[src/hdl/rpd_pkg.sv]
// Shared types and the escape pair table for the restricted percent decoder.
// Depends on nothing; imported by restricted_percent_decoder_top.
`default_nettype none

package rpd_pkg;

  localparam int unsigned CharW = 8;

  localparam logic [CharW-1:0] PercentChar = 8'h25;

  typedef enum logic [1:0] {
    PH_IDLE = 2'd0,
    PH_PCT  = 2'd1,
    PH_HEX  = 2'd2
  } phase_e;

  typedef struct packed {
    logic [CharW-1:0] in_char;
    logic             in_final;
  } in_beat_t;

  typedef struct packed {
    logic [CharW-1:0] out_char;
    logic             bad_escape;
    logic             out_final;
  } out_beat_t;

  typedef struct packed {
    logic             hit;
    logic [CharW-1:0] ch;
  } pair_hit_t;

  // Match an uppercase hex pair against the fixed set of 26 escapes.
  function automatic pair_hit_t pair_lookup(input logic [CharW-1:0] hi,
                                            input logic [CharW-1:0] lo);
    pair_hit_t r;
    r.hit = 1'b1;
    r.ch  = '0;
    unique case ({hi, lo})
      {8'h32, 8'h30}: r.ch = 8'h20; // "20" space
      {8'h32, 8'h34}: r.ch = 8'h24; // "24" $
      {8'h32, 8'h36}: r.ch = 8'h26; // "26" &
      {8'h36, 8'h30}: r.ch = 8'h60; // "60" backquote
      {8'h33, 8'h41}: r.ch = 8'h3A; // "3A" :
      {8'h33, 8'h43}: r.ch = 8'h3C; // "3C" <
      {8'h33, 8'h45}: r.ch = 8'h3E; // "3E" >
      {8'h35, 8'h42}: r.ch = 8'h5B; // "5B" [
      {8'h35, 8'h44}: r.ch = 8'h5D; // "5D" ]
      {8'h37, 8'h42}: r.ch = 8'h7B; // "7B" {
      {8'h37, 8'h44}: r.ch = 8'h7D; // "7D" }
      {8'h32, 8'h32}: r.ch = 8'h22; // "22" double quote
      {8'h32, 8'h42}: r.ch = 8'h2B; // "2B" +
      {8'h32, 8'h33}: r.ch = 8'h23; // "23" #
      {8'h32, 8'h35}: r.ch = 8'h25; // "25" percent
      {8'h34, 8'h30}: r.ch = 8'h40; // "40" @
      {8'h32, 8'h46}: r.ch = 8'h2F; // "2F" /
      {8'h33, 8'h42}: r.ch = 8'h3B; // "3B" ;
      {8'h33, 8'h44}: r.ch = 8'h3D; // "3D" =
      {8'h33, 8'h46}: r.ch = 8'h3F; // "3F" ?
      {8'h35, 8'h43}: r.ch = 8'h5C; // "5C" backslash
      {8'h35, 8'h45}: r.ch = 8'h5E; // "5E" ^
      {8'h37, 8'h43}: r.ch = 8'h7C; // "7C" |
      {8'h37, 8'h45}: r.ch = 8'h7E; // "7E" ~
      {8'h32, 8'h37}: r.ch = 8'h27; // "27" single quote
      {8'h32, 8'h43}: r.ch = 8'h2C; // "2C" ,
      default:        r.hit = 1'b0;
    endcase
    return r;
  endfunction

endpackage

`default_nettype wire

[src/hdl/restricted_percent_decoder_top.sv]
// Restricted percent decoder: input register, escape logic, result register.
// Depends on rpd_pkg (beat structs, phase enum, pair table).
//
//   channel | direction | handshake              | payload
//   --------+-----------+------------------------+----------------------------
//   in      | sink      | in_valid_i / in_stall_o  | in_beat_t  (char, final)
//   out     | source    | out_valid_o / out_stall_i| out_beat_t (char, bad, final)
//
// One byte per cycle sustained while the output is not stalled. A beat waits in
// the input register and moves into the result register when that is free; only
// a byte with a result sets out_valid_o. Unless final, the escape opener and
// first pair byte produce no result; after an error, bytes are dropped until
// the final byte. The result register takes a new result whenever it is empty
// or being read, so a stall on the output backs up through the input register.
// Reset clears the escape phase, the error flag and both valid bits.
`default_nettype none

module restricted_percent_decoder_top
  import rpd_pkg::*;
(
  input  wire       clk_i,
  input  wire       rst_ni,
  input  wire       in_valid_i,
  output logic      in_stall_o,
  input  wire in_beat_t in_data_i,
  output logic      out_valid_o,
  input  wire       out_stall_i,
  output out_beat_t out_data_o
);

  logic             s1_valid_q, s1_valid_d;
  in_beat_t         s1_beat_q;
  logic             out_valid_q, out_valid_d;
  out_beat_t        out_beat_q;
  phase_e           phase_q, phase_d;
  logic [CharW-1:0] first_q, first_d;
  logic             err_q, err_d;

  logic      out_free, s1_adv, in_accept;
  logic      res_valid;
  out_beat_t res;
  pair_hit_t pair;

  // Result register can load when empty or drained this cycle.
  assign out_free   = !(out_valid_q && out_stall_i);
  assign s1_adv     = s1_valid_q && out_free;
  assign in_stall_o = s1_valid_q && !out_free;
  assign in_accept  = in_valid_i && !in_stall_o;

  assign pair = pair_lookup(first_q, s1_beat_q.in_char);

  // Escape decode for the beat in the input register.
  always_comb begin
    res_valid = 1'b0;
    res       = '0;
    phase_d   = phase_q;
    first_d   = first_q;
    err_d     = err_q;
    if (s1_adv) begin
      if (err_q) begin
        // drop bytes until the final one, which reports the error again
        if (s1_beat_q.in_final) begin
          res_valid      = 1'b1;
          res.bad_escape = 1'b1;
          res.out_final  = 1'b1;
        end
      end else begin
        unique case (phase_q)
          PH_PCT: begin
            if (s1_beat_q.in_final) begin
              res_valid      = 1'b1;
              res.bad_escape = 1'b1;
              res.out_final  = 1'b1;
            end else begin
              first_d = s1_beat_q.in_char;
              phase_d = PH_HEX;
            end
          end
          PH_HEX: begin
            res_valid     = 1'b1;
            res.out_final = s1_beat_q.in_final;
            first_d       = '0;
            phase_d       = PH_IDLE;
            if (pair.hit) begin
              res.out_char = pair.ch;
            end else begin
              res.bad_escape = 1'b1;
              err_d          = !s1_beat_q.in_final;
            end
          end
          default: begin
            phase_d = PH_IDLE;
            if (s1_beat_q.in_char == PercentChar) begin
              if (s1_beat_q.in_final) begin
                res_valid      = 1'b1;
                res.bad_escape = 1'b1;
                res.out_final  = 1'b1;
              end else begin
                phase_d = PH_PCT;
              end
            end else begin
              res_valid     = 1'b1;
              res.out_char  = s1_beat_q.in_char;
              res.out_final = s1_beat_q.in_final;
            end
          end
        endcase
      end
      // final byte returns every piece of string state to reset
      if (s1_beat_q.in_final) begin
        phase_d = PH_IDLE;
        first_d = '0;
        err_d   = 1'b0;
      end
    end
  end

  always_comb begin
    if (in_accept) begin
      s1_valid_d = 1'b1;
    end else if (s1_adv) begin
      s1_valid_d = 1'b0;
    end else begin
      s1_valid_d = s1_valid_q;
    end
    if (s1_adv && res_valid) begin
      out_valid_d = 1'b1;
    end else if (!out_stall_i) begin
      out_valid_d = 1'b0;
    end else begin
      out_valid_d = out_valid_q;
    end
  end

  always_ff @(posedge clk_i or negedge rst_ni) begin
    if (!rst_ni) begin
      s1_valid_q  <= 1'b0;
      out_valid_q <= 1'b0;
      phase_q     <= PH_IDLE;
      first_q     <= '0;
      err_q       <= 1'b0;
    end else begin
      s1_valid_q  <= s1_valid_d;
      out_valid_q <= out_valid_d;
      phase_q     <= phase_d;
      first_q     <= first_d;
      err_q       <= err_d;
    end
  end

  // Payload registers: input loads on accept, result loads on a new result; both hold otherwise.
  always_ff @(posedge clk_i) begin
    if (in_accept) begin
      s1_beat_q <= in_data_i;
    end
    if (s1_adv && res_valid) begin
      out_beat_q <= res;
    end
  end

  assign out_valid_o = out_valid_q;
  assign out_data_o  = out_beat_q;

`ifndef NO_ASSERTIONS
  a_err_char_zero: assert property (@(posedge clk_i) disable iff (!rst_ni)
    out_valid_o && out_data_o.bad_escape |-> out_data_o.out_char == '0)
    else $error("error result carries a nonzero character");

  a_err_outside_escape: assert property (@(posedge clk_i) disable iff (!rst_ni)
    err_q |-> phase_q == PH_IDLE)
    else $error("error latched while inside an escape");

  a_final_clears: assert property (@(posedge clk_i) disable iff (!rst_ni)
    s1_adv && s1_beat_q.in_final |=> phase_q == PH_IDLE && !err_q && first_q == '0)
    else $error("string state not cleared after final byte");

  a_final_emits: assert property (@(posedge clk_i) disable iff (!rst_ni)
    s1_adv && s1_beat_q.in_final |=> out_valid_q && out_beat_q.out_final)
    else $error("final byte produced no end-marked result");

  a_stall_needs_item: assert property (@(posedge clk_i) disable iff (!rst_ni)
    in_stall_o |-> s1_valid_q && out_valid_q)
    else $error("input stalled with nothing held");
`endif

endmodule

`default_nettype wire

[config.mk]
export PLATFORM = sky130hd
export DESIGN_NAME = restricted_percent_decoder_top
export DESIGN_NICKNAME = d
export VERILOG_FILES = /design/src/hdl/rpd_pkg.sv /design/src/hdl/restricted_percent_decoder_top.sv
export SDC_FILE = /design/constraint.sdc
export NUM_CORES = 1
export LEC_CHECK = 0
export BUFFER_PORTS_ARGS = -buffer_cell sky130_fd_sc_hd__buf_2
export CAP_MARGIN = 10
export CORE_UTILIZATION = 35
export CTS_BUF_LIST = sky130_fd_sc_hd__clkbuf_2
export DETAILED_ROUTE_END_ITERATION = 16
export PLACE_DENSITY = 0.58
export SYNTH_ARGS = -nofsm -noshare
export SYNTH_HDL_FRONTEND = slang
export SYNTH_SLANG_ARGS = --single-unit
[constraint.sdc]
create_clock -name clk_i -period 3.38 [get_ports clk_i]
set_input_delay 0.169 -clock clk_i [delete_from_list [all_inputs] [get_ports clk_i]]
set_output_delay 0.169 -clock clk_i [all_outputs]
set_load 0.005 [all_outputs]
==> results of run 1 <==
[kinds of logic after synthesis]
family / count (synthesis) / share of synthesized area, %
compound gates: 53 / 16.72
simple gates: 100 / 29.18
flops: 32 / 42.29
fa+ha+maj: 2 / 1.181
xor+xnor: 3 / 1.241
buf+inv: 32 / 9.391
[per-stage QoR]
step | cell area (um^2) | hold WS [ps]
after floorplan | 2118 | -126.6
after global placement | 2201 | 84.78
after detailed placement | 2201 | 84.05
after CTS | 2376 | 17.34
after global routing | 2376 | 17.78
final | 2376 | 27.27
[cell type report]
type	count	area share [%]
multi-input combinational	158	43.08
sequential	32	37.70
timing repair buffer	36	10.01
tap	72	3.791
inverter	17	2.686
clock inverter	2	1.474
clock buffer	6	1.264
[metal layers]
| metal | vias up | GRT usage [%] | wire [um] |
|---|---|---|---|
| li1 | 892 | - | - |
| met1 | 836 | 23.71 | 2330 |
| met2 | 103 | 25.21 | 2261 |
| met3 | 26 | 4.000 | 359 |
| met4 | 0 | 10.71 | 231 |
| met5 | - | 0 | 0 |
[worst max path at each step]
stage,from,endpoint,slack (ps)
2_1_floorplan,s1_beat_q[6],out_data_o[7],1430
3_3_place_gp,s1_beat_q[1],out_data_o[7],1070
3_5_place_dp,s1_beat_q[2],out_data_o[7],1120
4_1_cts,s1_beat_q[1],out_data_o[7],1070
5_1_grt,s1_beat_q[1],out_data_o[7],940
6_report,s1_beat_q[2],out_data_o[7],1070
[Yosys cell counts (all sizes together) (4+ instances only)]
cell	count
a21oi	7
and3	4
buf	6
clkbuf	9
dfrtp	13
edfxtp	19
inv	17
nand2	15
nand3	19
nand4	8
nor2	14
nor3	5
nor4	6
nor4b	4
o21ai	18
o22ai	6
[worst max-delay path, stage by stage (launching register included)]
cell and delay, ps:
sky130_fd_sc_hd__edfxtp_1 710, sky130_fd_sc_hd__nor4bb_1 590, sky130_fd_sc_hd__and4b_2 350, sky130_fd_sc_hd__nand3b_1 170
sky130_fd_sc_hd__and3_1 190, sky130_fd_sc_hd__a22oi_2 50
[power breakdown]
group | switching, mW | internal [mW]
clock | 0.135 | 0.127
combinational | 0.0935 | 0.0735
sequential | 0.0593 | 0.462
[flip-flops by register name, indices dropped and copies added (netlist names)]
signal	flops
s1_valid_q	1
out_valid_o	1
out_data_o	10
err_q	1
s1_beat_q	9
phase_q	2
first_q	8
[what timing repair did]
action,CTS,global route
setup buffers,0,0
endpoints found under the hold margin,23,0
hold buffers,11,0
==> run summary, run 1 <==
==============================================================================
Outcome .........................................................    completed
Min-Delay Endpoint ..............................................  out_valid_o
Async SR Flop Fraction ..........................................       40.63%
Post-synth top area share .......................................       26.93%
Dominant cell type by area after synthesis ...................... sky130_fd_sc_hd__edfxtp_1
Number of placed instances with taps included ...................          304
Max capacitance violation total .................................            0
Start point of the worst min-delay path .........................  out_stall_i
# DRC ...........................................................            0
Clk root buf .................................................... sky130_fd_sc_hd__clkbuf_2
CTS tree ........................................................        built
Level count of the clock H-tree .................................            2
Sequential cell area fraction in the yosys report ...............       42.29%
Endpoints failing setup .........................................            0
Post-layout minimum cycle time ..................................      2312 ps
Flop and latch count out of synthesis ...........................           32
Actual slew at the worst max-slew pin ...........................     840.5 ps
Layout filler cell count ........................................          570
RSZ-0062 raised after global routing ............................        false
Drt first pass iters ............................................            5
Antenna-violating nets left .....................................            0
Effective utilization at floorplan ..............................       37.32%
Worst setup slack for register-to-register paths ................      1070 ps
Post-layout total power .........................................    0.9508 mW
Clock buffer count from CTS .....................................            5
Pin count of the biggest net entering global routing ............           20
Die height ......................................................     79.80 um
Area occupied by multi-input gates ..............................    1023 um^2
Instance count of the mapped netlist ............................          222
CP Max Fanout ...................................................           19
IO Pins .........................................................           25
Reg2reg start ................................................... s1_beat_q[2]
Count of cell types in the netlist ..............................           58
Layout cells sized above 1 ......................................       18.73%
Reg area ........................................................   895.9 um^2
Critical path class ............................................. flop to flop
Number of antenna diodes ........................................            0
Crit path capture type ..........................................         flop
Min-delay worst type ............................................ input port to flop
Post-route core utilization .....................................       41.87%
Data required time at the worst endpoint ........................      3510 ps
Count of input and output buffers ...............................           24
Number of enable flip-flop cells after synthesis ................           19
Placer's final routability congestion estimate ..................       0.9514
Core footprint ..................................................    5675 um^2
Die Wd ..........................................................     79.80 um
Aggregate global-route resource usage ...........................       17.53%
Commonest non-fill, non-tap cell in the layout .................. sky130_fd_sc_hd__buf_2
Fin. Hold Viols .................................................            0
Detailed router's first-iteration violation count ...............          307
Power density over the cells .................................... 400.1 nW/um^2
Final slew viol count ...........................................            0
Data arrival time at the worst-slack endpoint ...................      2440 ps
Vias per Instance ...............................................        5.749
Hold Path Depth .................................................            2
Placement Setup Slack ...........................................      1116 ps
Reg2Reg Depth ...................................................            5
First-pass GRT wire length ......................................     8.424 mm
Insertion delay of the later-clocked pin in the worst-skew pair .       390 ps
Critical Path Start Type ........................................         flop
Via Count .......................................................         1857
Layout overhead on the synthesized area .........................       12.17%
Most used flip-flop cell after synthesis ........................ sky130_fd_sc_hd__edfxtp_1
Nets ............................................................          265
Post-synth net total ............................................          237
DIE AREA ........................................................    6367 um^2
CTS Buffer Depth ................................................            2
Routed wirelength normalized by instance count ..................     16.04 um
Fin worst setup slack ...........................................      1068 ps
Largest cells by area after synthesis ........................... sky130_fd_sc_hd__edfxtp_1, sky130_fd_sc_hd__dfrtp_1, sky130_fd_sc_hd__nand3_1
Tcrit/Tclk final ................................................       68.41%
Static Leak .....................................................    0.8767 nW
Sinks on Clock Net ..............................................           32
# rows ..........................................................           27
CTS resizes .....................................................            0
Sum Neg Setup Slack .............................................         0 ps
Worst Clk Skew ..................................................     25.30 ps
Worst VDD drop ..................................................    0.2784 mV
Fin cells .......................................................          323
Maximum achievable frequency ....................................   0.4325 GHz
Initial antenna violation count .................................            0
GRT overflow ....................................................            0
Post-detailed-placement half-perimeter wirelength ...............     3.692 mm
Avg Inst Size Synth .............................................   9.542 um^2
Synthesized area ................................................    2118 um^2
Warnings, synthesis .............................................            0
Critical register-to-register path endpoint ..................... out_data_o[7]
Clock slew at reported path FFs .................................       180 ps
Worst slew slack as a fraction of its limit .....................       43.76%
Via count of the first global-routing pass ......................         1745
Post-detailed-routing wire length ...............................     5.182 mm
Most frequent cells in the layout ............................... sky130_fd_sc_hd__buf_2, sky130_fd_sc_hd__edfxtp_1, sky130_fd_sc_hd__nand3_1
==============================================================================
Power figures use the tool's default switching activity.
==> run 2: changes to the inputs <==
Settings changed: PLACE_DENSITY 0.58 to 0.6.
Clock period 3.38 ns to 2 ns, I/O delays scaled along.
==> run 2 against run 1 <==
  * Critical path depth rose by 1
  * Cell count rose by 11%
  * Largest power group unchanged
  * First-iteration DRC count fell by 38%
  * Sequential cell count did not move
  * Largest cell class unchanged
  * Power rose by 78%
  * Worst hold slack improved by 100 ps
  * Clock skew fell by 5.5 ps
  * Die area did not move
==> run summary, run 2 (same netlist as run 1, synthesis figures left out) <==
==============================================================================
Flip-flop count of the largest register after layout ............           10   unchanged
Nets ............................................................          301   was 265
Endpoints failing setup .........................................            0   unchanged
Crit path capture type ..........................................         flop   unchanged
First-pass GRT wire length ......................................     8.811 mm   was 8.424 mm
Count of input and output buffers ...............................           24   unchanged
Post-detailed-placement half-perimeter wirelength ...............     3.963 mm   was 3.692 mm
M3 GR Usage .....................................................       4.114%   was 4.000%
Vias per Instance ...............................................        5.574   was 5.749
Aggregate global-route resource usage ...........................       18.18%   was 17.53%
Fin cells .......................................................          359   was 323
Min-delay worst type ............................................ input port to async pin   was input port to flop
Sum Neg Setup Slack .............................................         0 ps   unchanged
Layout filler cell count ........................................          544   was 570
Actual slew at the worst max-slew pin ...........................     589.5 ps   was 840.5 ps
Power dissipated by switching net loads .........................    0.5122 mW   was 0.2877 mW
Commonest non-fill, non-tap cell in the layout .................. sky130_fd_sc_hd__buf_4   was sky130_fd_sc_hd__buf_2
Power density over the cells .................................... 615.6 nW/um^2   was 400.1 nW/um^2
Initial antenna violation count .................................            0   unchanged
Die Wd ..........................................................     79.80 um   unchanged
Effective utilization at floorplan ..............................       37.32%   unchanged
Clk root buf .................................................... sky130_fd_sc_hd__clkbuf_2   unchanged
Via Count .......................................................         2001   was 1857
Maximum achievable frequency ....................................   0.5040 GHz   was 0.4325 GHz
Met2 GRT Util ...................................................       30.51%   was 25.21%
Reg2Reg Depth ...................................................            6   was 5
Tcrit/Tclk final ................................................       99.20%   was 68.41%
Number of placed instances with taps included ...................          336   was 304
Power share of the combinational group ..........................        25.1%   was 17.6%
Data required time at the worst endpoint ........................      2150 ps   was 3510 ps
Worst VDD drop ..................................................    0.3915 mV   was 0.2784 mV
Core footprint ..................................................    5675 um^2   unchanged
Static Leak .....................................................     1.068 nW   was 0.8767 nW
DIE AREA ........................................................    6367 um^2   unchanged
Sinks on Clock Net ..............................................           32   unchanged
IO Pins .........................................................           25   unchanged
Worst slew slack as a fraction of its limit .....................       60.55%   was 43.76%
Placer's final routability congestion estimate ..................       0.9895   was 0.9514
# DRC ...........................................................            0   unchanged
Most heavily used metal layer in global routing .................         met2   unchanged
Via count of the first global-routing pass ......................         1920   was 1745
Fin. Hold Viols .................................................            0   unchanged
Critical path class ............................................. flop to flop   unchanged
RSZ-0062 raised after global routing ............................         true   was false
Fraction of power spent switching nets ..........................       30.21%   was 30.26%
Most frequent cells in the layout ............................... sky130_fd_sc_hd__buf_4, sky130_fd_sc_hd__buf_2, sky130_fd_sc_hd__edfxtp_1   was sky130_fd_sc_hd__buf_2, sky130_fd_sc_hd__edfxtp_1, sky130_fd_sc_hd__nand3_1
Layout overhead on the synthesized area .........................       30.01%   was 12.17%
Layout cells sized above 1 ......................................       33.45%   was 18.73%
Antenna-violating nets left .....................................            0   unchanged
# rows ..........................................................           27   unchanged
GRT overflow ....................................................            0   unchanged
Drt first pass iters ............................................            4   was 5
Critical Path Start Type ........................................         flop   unchanged
Power Internal ..................................................     1.183 mW   was 0.6630 mW
Post-route core utilization .....................................       48.52%   was 41.87%
Post-layout minimum cycle time ..................................      1984 ps   was 2312 ps
Clock share of power ............................................        26.0%   was 27.6%
Max capacitance violation total .................................            0   unchanged
CTS Buffer Depth ................................................            2   unchanged
Detailed router's first-iteration violation count ...............          189   was 307
Number of antenna diodes ........................................            0   unchanged
Relative contribution of sequential cells to total power ........        48.9%   was 54.8%
Grt met1 use ....................................................       21.66%   was 23.71%
Post-layout total power .........................................     1.695 mW   was 0.9508 mW
Routed wirelength normalized by instance count ..................     15.72 um   was 16.04 um
Clock buffer count from CTS .....................................            5   unchanged
Post-detailed-routing wire length ...............................     5.643 mm   was 5.182 mm
Total placed instance area ......................................    2441 um^2   was 2201 um^2
Outcome .........................................................    completed   unchanged
Die height ......................................................     79.80 um   unchanged
CP Max Fanout ...................................................            4   was 19
Worst Clk Skew ..................................................     19.78 ps   was 25.30 ps
Insertion delay of the later-clocked pin in the worst-skew pair .       370 ps   was 390 ps
Level count of the clock H-tree .................................            2   unchanged
CTS tree ........................................................        built   unchanged
Clock slew at reported path FFs .................................       170 ps   was 180 ps
Final slew viol count ...........................................            0   unchanged
Data arrival time at the worst-slack endpoint ...................      2140 ps   was 2440 ps
Fin area ........................................................    2754 um^2   was 2376 um^2
Pin count of the biggest net entering global routing ............           17   was 20
==============================================================================
-- run 2: cell count changes in the layout (fill, tap and decap cells not counted), moves of 2 or more --
cell and change:
sky130_fd_sc_hd__o32ai_1 -2, sky130_fd_sc_hd__a21oi_2 +3, sky130_fd_sc_hd__buf_4 +35, sky130_fd_sc_hd__a21oi_1 -3
sky130_fd_sc_hd__o32ai_2 +2, sky130_fd_sc_hd__and4bb_4 +2, sky130_fd_sc_hd__and4bb_2 -2
-- run 2: worst paths after layout --
kind | startpoint | end | slack, ps
max | s1_beat_q[8] | out_data_o[1] | 20
min | rst_ni | first_q[4] | 130
max reg2reg | s1_beat_q[8] | out_data_o[1] | 20
min reg2reg | phase_q[0] | phase_q[0] | 530
max in group asynchronous | rst_ni | out_valid_o | 1630
min in group clk_i | in_data_i[2] | s1_beat_q[2] | 430
-- run 2: layout make-up --
cell class,instances,area (um^2),share of cell area [%]
flip-flops and latches,32,895.9,32.53
multi-input cells,158,1129,40.98
well taps,72,90.09,3.271
clock buffers,6,30.03,1.090
clock inverters,2,35.03,1.272
repair buffers,72,510.5,18.54
inverters,17,63.81,2.317
-- run 2: critical path: stages, from the launching register on --
cell and delay [ps]:
sky130_fd_sc_hd__edfxtp_1 490, sky130_fd_sc_hd__nor4b_4 410, sky130_fd_sc_hd__buf_4 190, sky130_fd_sc_hd__nand2_1 130, sky130_fd_sc_hd__nor2_1 160, sky130_fd_sc_hd__a311oi_1 150, sky130_fd_sc_hd__a31o_1 250
-- run 2: repair_timing --
action	in CTS	in global routing
hold buffers	12	0
endpoints found under the setup margin	1	15
gates cloned	0	0
pin swaps	0	8
buffers inserted	0	3
endpoints found under the hold margin	24	0
resized for setup	1	19
-- run 2: stage by stage --
step                hold slack (ps)  setup slack, ps
floorplan                    -195.6            50.18
global placement              14.48           -19.58
detailed placement            11.77            13.46
CTS                           124.7            21.98
global route                  116.5           -42.10
finish                        127.8            16.03
-- run 2: power groups by stage --
stage	logic [mW]	clock network, mW	registers (mW)
5_1_grt	0.461	0.482	0.840
3_5_place_dp	0.378	0	0.844
3_3_place_gp	0.378	0	0.841
4_1_cts	0.398	0.449	0.828
6_report	0.426	0.440	0.830
2_1_floorplan	0.246	0	0.836
-- run 2: routing by layer --
| layer | part of all wire [%] | up-vias |
|---|---|---|
| met5 | 0 | - |
| met4 | 2.6 | 0 |
| met3 | 6.5 | 15 |
| met2 | 48 | 101 |
| met1 | 43 | 923 |
| li1 | - | 962 |
